$ cat src/obsq_pkg.sv
// Shared types and constants of the obstacle bypass sequencer.
// No dependencies; obsq_step and the sequencer core import this package.
package obsq_pkg;

    // Maneuver phase codes
    localparam logic [2:0] PH_NORMAL  = 3'd0;
    localparam logic [2:0] PH_CENTER  = 3'd1;
    localparam logic [2:0] PH_OUT     = 3'd2;
    localparam logic [2:0] PH_ADV_OUT = 3'd3;
    localparam logic [2:0] PH_IN      = 3'd4;
    localparam logic [2:0] PH_SIDE    = 3'd5;
    localparam logic [2:0] PH_SEARCH  = 3'd6;
    localparam logic [2:0] PH_REJOIN  = 3'd7;

    // Motor command kinds
    localparam logic [1:0] CMD_NONE   = 2'd0;
    localparam logic [1:0] CMD_STOP   = 2'd1;
    localparam logic [1:0] CMD_MOVE   = 2'd2;
    localparam logic [1:0] CMD_FOLLOW = 2'd3;

    // Fixed speeds and phase durations in ms
    localparam logic [9:0]  FOLLOW_SPEED   = 10'd300;
    localparam logic [31:0] T_STEER_OUT    = 32'd600;
    localparam logic [31:0] T_ADVANCE_OUT  = 32'd800;
    localparam logic [31:0] T_STEER_IN     = 32'd700;
    localparam logic [31:0] T_ADVANCE_SIDE = 32'd1200;
    localparam logic [31:0] T_REJOIN       = 32'd500;

    // Register indexes (byte address = 4 * index)
    localparam logic [2:0] REG_DRIVE_SPEED    = 3'd0;
    localparam logic [2:0] REG_STEER_AMOUNT   = 3'd1;
    localparam logic [2:0] REG_SEARCH_STEER   = 3'd2;
    localparam logic [2:0] REG_CENTER_TOL     = 3'd3;
    localparam logic [2:0] REG_SEARCH_WINDOW  = 3'd4;
    localparam logic [2:0] REG_REJOIN_TOL     = 3'd5;
    localparam logic [2:0] REG_CENTER_TIMEOUT = 3'd6;
    localparam logic [2:0] REG_SEARCH_TIMEOUT = 3'd7;

    typedef struct packed {
        logic [9:0]  drive_speed_set;
        logic [10:0] steer_amount;
        logic [10:0] search_steer;
        logic [10:0] center_tolerance;
        logic [10:0] search_window;
        logic [10:0] rejoin_tolerance;
        logic [15:0] center_timeout_ms;
        logic [15:0] search_timeout_ms;
    } obsq_cfg_t;

    typedef struct packed {
        logic [1:0]         command_kind;
        logic [9:0]         speed;
        logic signed [11:0] steering;
        logic               clear_pid;
        logic               maneuver_done;
        logic [2:0]         phase;
    } obsq_result_t;

endpackage

$ cat src/obsq_sensor_if.sv
// Input channel of the sequencer: one control call per transfer.
// Standalone interface; no package dependency.
interface obsq_sensor_if;
    logic               valid;
    logic               ready;
    logic [31:0]        now_ms;
    logic signed [11:0] bar_pos;

    modport source (output valid, output now_ms, output bar_pos, input ready);
    modport sink   (input valid, input now_ms, input bar_pos, output ready);
endinterface

$ cat src/obsq_drive_if.sv
// Output channel of the sequencer: one motor command result per transfer.
// Standalone interface; no package dependency.
interface obsq_drive_if;
    logic               valid;
    logic               ready;
    logic [1:0]         command_kind;
    logic [9:0]         speed;
    logic signed [11:0] steering;
    logic               clear_pid;
    logic               maneuver_done;
    logic [2:0]         phase;

    modport source (output valid, output command_kind, output speed, output steering,
                    output clear_pid, output maneuver_done, output phase, input ready);
    modport sink   (input valid, input command_kind, input speed, input steering,
                    input clear_pid, input maneuver_done, input phase, output ready);
endinterface

$ cat src/obsq_step.sv
// Next-phase and motor command logic for one control call.
// Depends on obsq_pkg for phase codes, command kinds and the config struct.
module obsq_step (
    input  obsq_pkg::obsq_cfg_t    cfg,
    input  logic [2:0]             phase_cur,
    input  logic [31:0]            start_ms,
    input  logic [31:0]            now_ms,
    input  logic signed [11:0]     bar_pos,
    output obsq_pkg::obsq_result_t result,
    output logic                   start_load
);
    import obsq_pkg::*;

    logic [31:0]        elapsed;
    logic signed [12:0] pos_ext;
    logic signed [12:0] mag_ext;
    logic [11:0]        mag;
    logic signed [12:0] window;
    logic signed [11:0] steer_pos;
    logic signed [11:0] steer_neg;
    logic signed [11:0] search_neg;
    logic               line_found;
    logic [2:0]         phase_nxt;

    // Elapsed time wraps modulo 2^32
    assign elapsed = now_ms - start_ms;

    // Line offset magnitude; 2048 still fits unsigned 12 bits
    assign pos_ext = {bar_pos[11], bar_pos};
    assign mag_ext = bar_pos[11] ? -pos_ext : pos_ext;
    assign mag     = mag_ext[11:0];

    assign window     = $signed({2'b00, cfg.search_window});
    assign line_found = (pos_ext > -window) && (pos_ext < window);

    assign steer_pos  = $signed({1'b0, cfg.steer_amount});
    assign steer_neg  = -steer_pos;
    assign search_neg = -$signed({1'b0, cfg.search_steer});

    // Step the maneuver and pick the last command of the call
    always_comb
    begin
        result.command_kind  = CMD_NONE;
        result.speed         = '0;
        result.steering      = '0;
        result.clear_pid     = 1'b0;
        result.maneuver_done = 1'b0;
        phase_nxt            = phase_cur;
        case (phase_cur)
            PH_NORMAL:
            begin
                result.command_kind = CMD_STOP;
                phase_nxt           = PH_CENTER;
            end
            PH_CENTER:
            begin
                if ((mag > {1'b0, cfg.center_tolerance}) &&
                    !(elapsed > {16'd0, cfg.center_timeout_ms}))
                begin
                    result.command_kind = CMD_FOLLOW;
                    result.speed        = FOLLOW_SPEED;
                end
                else
                begin
                    result.command_kind = CMD_MOVE;
                    result.speed        = cfg.drive_speed_set;
                    result.steering     = steer_pos;
                    phase_nxt           = PH_OUT;
                end
            end
            PH_OUT:
            begin
                result.command_kind = CMD_MOVE;
                result.speed        = cfg.drive_speed_set;
                result.steering     = steer_pos;
                if (elapsed >= T_STEER_OUT)
                begin
                    result.steering = '0;
                    phase_nxt       = PH_ADV_OUT;
                end
            end
            PH_ADV_OUT:
            begin
                result.command_kind = CMD_MOVE;
                result.speed        = cfg.drive_speed_set;
                if (elapsed >= T_ADVANCE_OUT)
                begin
                    result.steering = steer_neg;
                    phase_nxt       = PH_IN;
                end
            end
            PH_IN:
            begin
                result.command_kind = CMD_MOVE;
                result.speed        = cfg.drive_speed_set;
                result.steering     = steer_neg;
                if (elapsed >= T_STEER_IN)
                begin
                    result.steering = '0;
                    phase_nxt       = PH_SIDE;
                end
            end
            PH_SIDE:
            begin
                result.command_kind = CMD_MOVE;
                result.speed        = cfg.drive_speed_set;
                if (elapsed >= T_ADVANCE_SIDE)
                begin
                    result.steering = search_neg;
                    phase_nxt       = PH_SEARCH;
                end
            end
            PH_SEARCH:
            begin
                result.command_kind = CMD_MOVE;
                result.speed        = cfg.drive_speed_set;
                result.steering     = search_neg;
                if (line_found)
                begin
                    result.steering = steer_pos;
                    phase_nxt       = PH_REJOIN;
                end
                // Timeout wins the phase but keeps the realign command
                if (elapsed > {16'd0, cfg.search_timeout_ms})
                begin
                    phase_nxt            = PH_NORMAL;
                    result.clear_pid     = 1'b1;
                    result.maneuver_done = 1'b1;
                end
            end
            default:
            begin
                // Rejoin: no motor command, wait for the line or the timeout
                if ((mag < {1'b0, cfg.rejoin_tolerance}) || (elapsed > T_REJOIN))
                begin
                    phase_nxt            = PH_NORMAL;
                    result.clear_pid     = 1'b1;
                    result.maneuver_done = 1'b1;
                end
            end
        endcase
        result.phase = phase_nxt;
    end

    // Restart the phase timer on any change except a return to normal
    assign start_load = (phase_nxt != phase_cur) && (phase_nxt != PH_NORMAL);

endmodule

$ cat src/obstacle_bypass_sequencer_core.sv
// Top level of the obstacle bypass sequencer: channels, registers, phase state.
// Depends on obsq_pkg, obsq_sensor_if, obsq_drive_if and obsq_step.
//
// Usage:
//   sensor carries one control call per transfer (now_ms, bar_pos). drive
//   returns exactly one result per call: the last motor command of the call
//   (kind, speed, steering), the PID-clear pulse, the done flag and the phase.
//   The APB port holds eight registers at byte addresses 0x00..0x1C; write
//   them only while no call is in flight. Reads return the current values.
// Pipeline and throughput:
//   A call lands in the input register at its transfer edge; once the result
//   register is free it is evaluated against the phase state and the result is
//   loaded into the result register. While drive does not stall, one call per
//   cycle is taken; the phase register is updated in the same cycle as the result.
// Reset:
//   Registers return to their defaults, the phase to normal, the phase start
//   time to zero, and both pipeline registers empty.
// Stall:
//   While drive is not ready the result holds; one more call can wait in the
//   input register, after which sensor.ready drops until drive takes a result.
module obstacle_bypass_sequencer_core (
    input  logic        clk,
    input  logic        rst_n,
    obsq_sensor_if.sink sensor,
    obsq_drive_if.source drive,
    input  logic        psel,
    input  logic        penable,
    input  logic        pwrite,
    input  logic [4:0]  paddr,
    input  logic [31:0] pwdata,
    output logic [31:0] prdata,
    output logic        pready
);
    import obsq_pkg::*;

    obsq_cfg_t          cfg_reg;
    obsq_cfg_t          cfg_next;
    logic               cfg_wr;
    logic [2:0]         cfg_idx;

    logic               in_valid_reg;
    logic [31:0]        in_now_reg;
    logic signed [11:0] in_pos_reg;

    logic               out_valid_reg;
    obsq_result_t       out_reg;

    logic [2:0]         phase_reg;
    logic [31:0]        start_ms_reg;

    obsq_result_t       step_result;
    logic               step_start_load;
    logic               advance;
    logic               eval;

    // Configuration write decode
    assign pready  = 1'b1;
    assign cfg_wr  = psel && penable && pwrite && pready;
    assign cfg_idx = paddr[4:2];

    always_comb
    begin
        cfg_next = cfg_reg;
        if (cfg_wr)
        begin
            case (cfg_idx)
                REG_DRIVE_SPEED:    cfg_next.drive_speed_set   = pwdata[9:0];
                REG_STEER_AMOUNT:   cfg_next.steer_amount      = pwdata[10:0];
                REG_SEARCH_STEER:   cfg_next.search_steer      = pwdata[10:0];
                REG_CENTER_TOL:     cfg_next.center_tolerance  = pwdata[10:0];
                REG_SEARCH_WINDOW:  cfg_next.search_window     = pwdata[10:0];
                REG_REJOIN_TOL:     cfg_next.rejoin_tolerance  = pwdata[10:0];
                REG_CENTER_TIMEOUT: cfg_next.center_timeout_ms = pwdata[15:0];
                REG_SEARCH_TIMEOUT: cfg_next.search_timeout_ms = pwdata[15:0];
                default:            cfg_next = cfg_reg;
            endcase
        end
    end

    always_ff @(posedge clk or negedge rst_n)
    begin
        if (!rst_n)
        begin
            cfg_reg.drive_speed_set   <= 10'd600;
            cfg_reg.steer_amount      <= 11'd1750;
            cfg_reg.search_steer      <= 11'd1200;
            cfg_reg.center_tolerance  <= 11'd200;
            cfg_reg.search_window     <= 11'd1700;
            cfg_reg.rejoin_tolerance  <= 11'd500;
            cfg_reg.center_timeout_ms <= 16'd1000;
            cfg_reg.search_timeout_ms <= 16'd3000;
        end
        else
        begin
            cfg_reg <= cfg_next;
        end
    end

    // Register readback
    always_comb
    begin
        case (cfg_idx)
            REG_DRIVE_SPEED:    prdata = {22'd0, cfg_reg.drive_speed_set};
            REG_STEER_AMOUNT:   prdata = {21'd0, cfg_reg.steer_amount};
            REG_SEARCH_STEER:   prdata = {21'd0, cfg_reg.search_steer};
            REG_CENTER_TOL:     prdata = {21'd0, cfg_reg.center_tolerance};
            REG_SEARCH_WINDOW:  prdata = {21'd0, cfg_reg.search_window};
            REG_REJOIN_TOL:     prdata = {21'd0, cfg_reg.rejoin_tolerance};
            REG_CENTER_TIMEOUT: prdata = {16'd0, cfg_reg.center_timeout_ms};
            REG_SEARCH_TIMEOUT: prdata = {16'd0, cfg_reg.search_timeout_ms};
            default:            prdata = '0;
        endcase
    end

    // Pipeline flow: result register frees when empty or taken
    assign advance      = !out_valid_reg || drive.ready;
    assign eval         = in_valid_reg && advance;
    assign sensor.ready = !in_valid_reg || advance;

    // Hold the accepted call
    always_ff @(posedge clk or negedge rst_n)
    begin
        if (!rst_n)
        begin
            in_valid_reg <= 1'b0;
        end
        else if (sensor.ready)
        begin
            in_valid_reg <= sensor.valid;
        end
    end

    always_ff @(posedge clk)
    begin
        if (sensor.valid && sensor.ready)
        begin
            in_now_reg <= sensor.now_ms;
            in_pos_reg <= sensor.bar_pos;
        end
    end

    obsq_step u_step (
        .cfg        (cfg_reg),
        .phase_cur  (phase_reg),
        .start_ms   (start_ms_reg),
        .now_ms     (in_now_reg),
        .bar_pos    (in_pos_reg),
        .result     (step_result),
        .start_load (step_start_load)
    );

    // Advance the phase state with each evaluated call
    always_ff @(posedge clk or negedge rst_n)
    begin
        if (!rst_n)
        begin
            phase_reg    <= PH_NORMAL;
            start_ms_reg <= '0;
        end
        else if (eval)
        begin
            phase_reg <= step_result.phase;
            if (step_start_load)
            begin
                start_ms_reg <= in_now_reg;
            end
        end
    end

    // Load and hold the result
    always_ff @(posedge clk or negedge rst_n)
    begin
        if (!rst_n)
        begin
            out_valid_reg <= 1'b0;
        end
        else if (advance)
        begin
            out_valid_reg <= in_valid_reg;
        end
    end

    always_ff @(posedge clk)
    begin
        if (eval)
        begin
            out_reg <= step_result;
        end
    end

    assign drive.valid         = out_valid_reg;
    assign drive.command_kind  = out_reg.command_kind;
    assign drive.speed         = out_reg.speed;
    assign drive.steering      = out_reg.steering;
    assign drive.clear_pid     = out_reg.clear_pid;
    assign drive.maneuver_done = out_reg.maneuver_done;
    assign drive.phase         = out_reg.phase;

    // A finished maneuver always reports normal phase and a PID clear
    a_done_normal: assert property (@(posedge clk) disable iff (!rst_n)
        (out_valid_reg && out_reg.maneuver_done) |->
            (out_reg.phase == PH_NORMAL && out_reg.clear_pid))
        else $error("done result without normal phase or PID clear");

    // Normal phase always moves on to centring
    a_normal_to_center: assert property (@(posedge clk) disable iff (!rst_n)
        (eval && phase_reg == PH_NORMAL) |=> (phase_reg == PH_CENTER))
        else $error("normal phase did not advance to centring");

    // A return to normal keeps the stored phase start
    a_start_kept: assert property (@(posedge clk) disable iff (!rst_n)
        (eval && step_result.phase == PH_NORMAL) |=> $stable(start_ms_reg))
        else $error("phase start changed on return to normal");

    // A waiting call is not dropped while the result register is blocked
    a_in_held: assert property (@(posedge clk) disable iff (!rst_n)
        (in_valid_reg && !advance) |=> in_valid_reg)
        else $error("pending call lost during stall");

    // Phase state only moves when a call is evaluated
    a_phase_quiet: assert property (@(posedge clk) disable iff (!rst_n)
        !eval |=> $stable(phase_reg))
        else $error("phase changed without an evaluated call");

endmodule
$ cat src/flat_wrapper.sv
// flat-port wrapper written by rule: the top's interface ports become plain ports
module obstacle_bypass_sequencer_core_flat import obsq_pkg::*;
  (clk, rst_n, psel, penable, pwrite, paddr, pwdata, prdata, pready, sensor_valid, sensor_now_ms, sensor_bar_pos, sensor_ready, drive_valid, drive_command_kind, drive_speed, drive_steering, drive_clear_pid, drive_maneuver_done, drive_phase, drive_ready);
  obsq_sensor_if sensor_i ();
  obsq_drive_if drive_i ();
  input  logic clk;
  input  logic rst_n;
  input  logic psel;
  input  logic penable;
  input  logic pwrite;
  input  logic [4:0] paddr;
  input  logic [31:0] pwdata;
  output logic [31:0] prdata;
  output logic pready;
  input wire logic [$bits(sensor_i.valid)-1:0] sensor_valid;
  input wire logic [$bits(sensor_i.now_ms)-1:0] sensor_now_ms;
  input wire logic [$bits(sensor_i.bar_pos)-1:0] sensor_bar_pos;
  output wire logic [$bits(sensor_i.ready)-1:0] sensor_ready;
  output wire logic [$bits(drive_i.valid)-1:0] drive_valid;
  output wire logic [$bits(drive_i.command_kind)-1:0] drive_command_kind;
  output wire logic [$bits(drive_i.speed)-1:0] drive_speed;
  output wire logic [$bits(drive_i.steering)-1:0] drive_steering;
  output wire logic [$bits(drive_i.clear_pid)-1:0] drive_clear_pid;
  output wire logic [$bits(drive_i.maneuver_done)-1:0] drive_maneuver_done;
  output wire logic [$bits(drive_i.phase)-1:0] drive_phase;
  input wire logic [$bits(drive_i.ready)-1:0] drive_ready;
  assign sensor_i.valid = sensor_valid;
  assign sensor_i.now_ms = sensor_now_ms;
  assign sensor_i.bar_pos = sensor_bar_pos;
  assign sensor_ready = sensor_i.ready;
  assign drive_valid = drive_i.valid;
  assign drive_command_kind = drive_i.command_kind;
  assign drive_speed = drive_i.speed;
  assign drive_steering = drive_i.steering;
  assign drive_clear_pid = drive_i.clear_pid;
  assign drive_maneuver_done = drive_i.maneuver_done;
  assign drive_phase = drive_i.phase;
  assign drive_i.ready = drive_ready;
  obstacle_bypass_sequencer_core u_core (.clk(clk), .rst_n(rst_n), .sensor(sensor_i), .drive(drive_i), .psel(psel), .penable(penable), .pwrite(pwrite), .paddr(paddr), .pwdata(pwdata), .prdata(prdata), .pready(pready));
endmodule
$ cat config.mk
export PLATFORM = sky130hd
export DESIGN_NAME = obstacle_bypass_sequencer_core_flat
export DESIGN_NICKNAME = d
export VERILOG_FILES = /design/src/obsq_pkg.sv /design/src/obsq_sensor_if.sv /design/src/obsq_drive_if.sv /design/src/obsq_step.sv /design/src/obstacle_bypass_sequencer_core.sv /design/src/flat_wrapper.sv
export SDC_FILE = /design/constraint.sdc
export NUM_CORES = 1
export LEC_CHECK = 0
export ABC_AREA = 1
export BUFFER_PORTS_ARGS = -buffer_cell sky130_fd_sc_hd__buf_2
export CAP_MARGIN = 20
export CORE_MARGIN = 5
export CORE_UTILIZATION = 30
export CTS_CLUSTER_DIAMETER = 120
export DETAILED_ROUTE_END_ITERATION = 7
export MAX_ROUTING_LAYER = met4
export SLEW_MARGIN = 25
export SYNTH_ARGS = -nofsm -noshare
export SYNTH_HDL_FRONTEND = slang
export SYNTH_SLANG_ARGS = --single-unit
export TNS_END_PERCENT = 30
$ cat constraint.sdc
create_clock -name clk -period 5.2 [get_ports clk]
set_input_delay 1.04 -clock clk [delete_from_list [all_inputs] [get_ports clk]]
set_output_delay 1.04 -clock clk [all_outputs]
set_load 0.02 [all_outputs]
======== After elaboration in Yosys (flattened, before gate mapping) ========
Cells that the tools add are included.
cells by class
  add/sub/neg operators ................... 5
  order comparisons ....................... 11
  equal/unequal tests ..................... 14
  multiplexer cells ....................... 23
  reductions and logical operators ........ 27
operator list
  operator                                                              count
  case mux 32 bit (8 select lines)                                      1
  case mux 22 bit (6 select lines)                                      1
  greater-or-equal comparator 32 x 10 -> 1 bit (second input constant)  3
  greater-than comparator 32 x 16 -> 1 bit                              2
  two-way mux 12 bit                                                    5
  two-way mux 11 bit                                                    3
  greater-or-equal comparator 32 x 11 -> 1 bit (second input constant)  1
  greater-than comparator 32 x 9 -> 1 bit (second input constant)       1
  subtractor 32 bit                                                     1
  two-way mux 3 bit                                                     8
  negator 11 -> 12 bit                                                  2
  == test 3 bit (second input constant)                                 7
  case mux 3 bit (7 select lines)                                       1
  AND reduction 2 bit                                                   9
  greater-than comparator 12 x 13 -> 1 bit                              1
  negator 11 -> 13 bit                                                  1
  == test 3 x 2 -> 1 bit (second input constant)                        4
  greater-than comparator 12 x 11 -> 1 bit                              1
  less-than comparator 12 x 11 -> 1 bit                                 1
  less-than comparator 12 bit                                           1
  negator 12 bit                                                        1
  logical AND 1 bit                                                     7
  == test 3 x 1 -> 1 bit (second input constant)                        2
  logical NOT 3 bit                                                     2
  other kinds (9)                                                       14
word-level totals
  bits in registers ....................... 207
  input bits .............................. 88
  logic and storage cells ................. 100

======== Logic depth before layout (Yosys ltp) ========
  depth in word-level cells ............... 9
  gate-level depth with buffers ........... 34
  gate-level depth less buffers ........... 33

======== Modules after synthesis ========
Synthesis repeated with hierarchy kept, for this count alone.
unflattened totals
  cells, all modules ...................... 1976
  area total of the unflattened synthesis .. 14518.9 sq um
modules (own cells, without submodules)
  module                          times used  cells an instance  area each (sq um)
  obstacle_bypass_sequencer_core  1           801                8343.0
  obsq_step                       1           1175               6175.9

======== Worst setup path after synthesis ========
No wires, ideal clock.
  path type ............................... register to register
  from .................................... reg u_core.start_ms_reg[0]
  to ...................................... reg u_core.out_reg (netlist bit u_core.drive.steering[0]), data pin
  library setup time ...................... 269 ps
  arrival time ............................ 3186 ps
  required time ........................... 4931 ps
  slack ................................... 1745 ps
  stages on the path, launching flop included .. 24
  buffers on the path ..................... 0
  clock period less this slack ............ 3455 ps
  path through ............................ dfrtp_1 -> ha_1 -> fa_1 -> inv_1 -> nand2_1 -> nand3_1 -> nand2_2 -> nand3_1 -> nand2_1 -> ha_1 -> nand4_1 -> inv_1 -> nand3_1 -> inv_1 -> nand3_1 -> nand3b_1 -> nand2_1 -> nand2_1 -> o21ai_1 -> o21ai_1 -> nor2_1 -> inv_2 -> o21ai_0 -> o21ai_1
RTL lines
  what                      RTL line                               text
  start: declaration        obstacle_bypass_sequencer_core.sv:49   logic [31:0] start_ms_reg;
  start signal: assignment  obstacle_bypass_sequencer_core.sv:165  start_ms_reg <= in_now_reg;
  end signal: assignment    obstacle_bypass_sequencer_core.sv:187  out_reg <= step_result;
  end: declaration          obstacle_bypass_sequencer_core.sv:46   obsq_result_t out_reg;

==> summary.txt <==
Clock tree
  • Hold Buf Count CTS: 0
  • Total CTS buffers: 27
  • Reg clk slew, reported paths: 0.06 ns
  • Clock root buffer: clkbuf_16
  • CTS HTree Levels: 1
  • TritonCTS clock tree: done
  • Clk_lat worst skew: 0.58 ns
  • CTS Buffer Depth: 3
  • # clock sinks: 206
  • Post-CTS sizing: 0
  • Postcts setup bufs: 0

Global route
  • Pin count of the biggest net entering global routing: 54
  • Met3 Use GR: 2.32%
  • Number of global-route vias before repair: 12,470
  • Remaining Overflow, GRT: 0
  • GR met2 Demand/Resource: 26.8%
  • Global-route wire length before repair: 67,300 um
  • Initial antenna violation count: 1
  • Global routing's busiest layer: met2
  • Met1 usage: 20.6%
  • GRT Resource Usage Total: 16.1%

Finish
  • Fraction of layout cells with a size suffix above 1: 13.8%
  • Final instance area: 16,700 um2
  • Commonest non-fill, non-tap cell in the layout: nand2_1
  • Final nets: 2,290
  • Fin cells: 2,729
  • Most frequent cells in the layout: nand2_1 (567), inv_1 (341), nand3_1 (121)
  • Synth-to-Final Area Change: 15.0%
  • Filler Cells Inserted: 5,069
  • Max reg flops: 97

Place
  • Port bufs: 116
  • Final GP Congestion: 0.934
  • Area of placed instances: 15,700 um2
  • Place WS: 0.842 ns
  • Post-DP HPWL: 33,700 um
  • Placed Cells incl. Taps: 2,678

STA
  • Worst-Margin Slew: 0.954 ns
  • Final setup fails: 0
  • Period utilization: 85.3%
  • Clock Skew: 0.0273 ns
  • Final worst path period need: 4.43 ns
  • Final hold viol count: 0
  • Slew Limit Headroom: 36.3%
  • FMAX: 226 MHz
  • Total Neg Setup Slack: 0 ns
  • Final worst slack: 0.767 ns
  • Final Slew Violations: 0
  • RSZ-0062 raised after global routing: no

Synth
  • Avg Cell Area, Syn: 7.38 um2
  • Post-synthesis simple-gate area fraction: 28.2%
  • Most used DFF post-synth: dfrtp_1
  • Multiplexer area fraction after synthesis: 0%
  • Async set or reset register ratio after synthesis: 65.0%
  • Synthesized cell area: 14,600 um2
  • Adder-cell share of the synthesized area: 9.50%
  • Main combinational cell family by area after synthesis: simple AND/OR/NAND/NOR gates
  • Post-synthesis sequential element count: 206
  • Gate Count Post-Synth: 1,974
  • Seq/Total Area, Yosys: 38.2%
  • Synth warn: 0
  • Cell variety after synth: 48
  • Number of synthesized flops with an enable pin: 72
  • Xor/xnor share of the synthesized area: 2.04%
  • Synth Area in Compound Gates: 10.8%

Die
  • Total Die Area: 53,100 um2
  • IO Count: 152
  • Die height: 230 um
  • Initial core utilization: 30.4%
  • Core area: 47,800 um2
  • Chip width: 230 um
  • # rows: 80

Worst hold path
  • Hold Path Class: primary input to async pin

Detailed routing
  • DR DRC count: 0
  • Starting DRT DRC Count: 865
  • WL per Instance: 15.6 um
  • WL final: 42,500 um
  • Routed vias: 13,012
  • Post-route ant nets: 0
  • Drt pass-1 iters: 5
  • Vias per cell: 4.77

Outcome
  • Outcome: completed

Setup path
  • Critical Path Start Type: register
  • FF-to-FF Start: u_core.cfg_reg[44]$_DFFE_PN0P_
  • RR Endpoint: u_core.drive.steering[6]$_DFFE_PP_
  • R2r setup slk: 0.77 ns
  • Data required, critical path: 5.48 ns
  • WS Path Type: register to register
  • Reg2Reg Depth: 19
  • Crit-path max FO: 10
  • Crit path DAT: 4.71 ns
  • Critical Path End: u_core.drive.steering[6]$_DFFE_PP_
  • Crit end category: register
  • Start point of the critical path: u_core.cfg_reg[44]$_DFFE_PN0P_

Power
  • Total chip power: 9.04 mW
  • Cell Pwr Density: 540 nW/um2
  • Peak supply drop: 0.000277 V
  • P_leak: 8.46 nW

Run
  • Max cap viols: 0
==> report_power, final <==
| part | total, mW | internal [mW] | switching [mW] |
|---|---|---|---|
| sequential | 2.42 | 2.16 | 0.261 |
| combinational | 4.56 | 1.47 | 3.09 |
| clock | 2.05 | 1.27 | 0.783 |
| total | 9.04 | 4.91 | 4.13 |
==> logic make-up after synthesis <==
kind of cell | Yosys count
AO/OA/AOI/OAI | 274
XOR/XNOR | 34
adder cells (fa/ha/maj) | 110
buffers and inverters | 402
flip-flops | 206
other | 2
AND/OR/NAND/NOR | 946
==> worst max-delay path: stages, from the launching register on <==
cell and delay, ns:
dfrtp_1 0.38, inv_1 0.15, ha_1 0.21, nand3_1 0.12, nor2_1 0.10, nand2_1 0.10, nor3_1 0.35, nand3_1 0.20
xor2_1 0.19, ha_1 0.30, nand2_1 0.09, nor4_1 0.27, o21ai_0 0.12, nand2_1 0.10, xnor2_1 0.12, nand3_1 0.26
nand2_1 0.20, inv_1 0.07, nor2_1 0.52, o221ai_1 0.27
==> how the worst min path moves through the flow <==
stage	start	end	cells past startpoint	slack, ns
2_1_floorplan	u_core.start_ms_reg[10]$_DFFE_PN0P_	u_core.start_ms_reg[10]$_DFFE_PN0P_	2	0.44
3_3_place_gp	u_core.start_ms_reg[14]$_DFFE_PN0P_	u_core.start_ms_reg[14]$_DFFE_PN0P_	2	0.45
3_5_place_dp	u_core.start_ms_reg[2]$_DFFE_PN0P_	u_core.start_ms_reg[2]$_DFFE_PN0P_	2	0.46
4_1_cts	rst_n	u_core.cfg_reg[84]$_DFFE_PN0P_	1	0.40
5_1_grt	rst_n	u_core.cfg_reg[73]$_DFFE_PN0P_	1	0.43
6_report	rst_n	u_core.cfg_reg[73]$_DFFE_PN0P_	1	0.41
==> synth_stat cells, types with 15 or more instances <==
master	n	area, um2
nand4_1	26	163
nand2_2	31	194
dfstp_2	42	1100
nand2_1	567	2130
edfxtp_1	72	2160
o21ai_0	117	586
o22ai_1	24	150
nand3_1	121	606
clkbuf_1	23	86.3
dfrtp_1	92	2300
o211ai_1	15	113
nor3_1	32	160
ha_1	109	1360
xor2_1	27	236
buf_4	24	180
a21oi_1	74	370
inv_1	343	1290
nor2_1	123	462
==> area by class of cell <==
class / instances / area (um2) / area share, %
antenna: 1 / 2.50 / 0.0149
clock buffer: 37 / 827 / 4.94
clock inverter: 13 / 174 / 1.04
inverter: 352 / 1320 / 7.90
multi-input combinational: 1381 / 7430 / 44.4
sequential: 206 / 5570 / 33.3
tap: 615 / 769 / 4.60
timing repair buffer: 124 / 647 / 3.86
==> per-layer routing <==
metal,up-vias,routed length [um],part of all wire [%]
li1,6591,-,-
met1,6009,18900,45
met2,340,20000,47
met3,72,2310,5.4
met4,0,1230,2.9
met5,-,0,0
==> stage by stage <==
stage               utilization, %  hold WS, ns
floorplan                        -        0.442
detailed placement            32.9        0.458
global route                  35.0        0.434
CTS                           35.0        0.402
finish                        35.0        0.405
global placement              32.9        0.454
(Power assumes the default switching activity.)
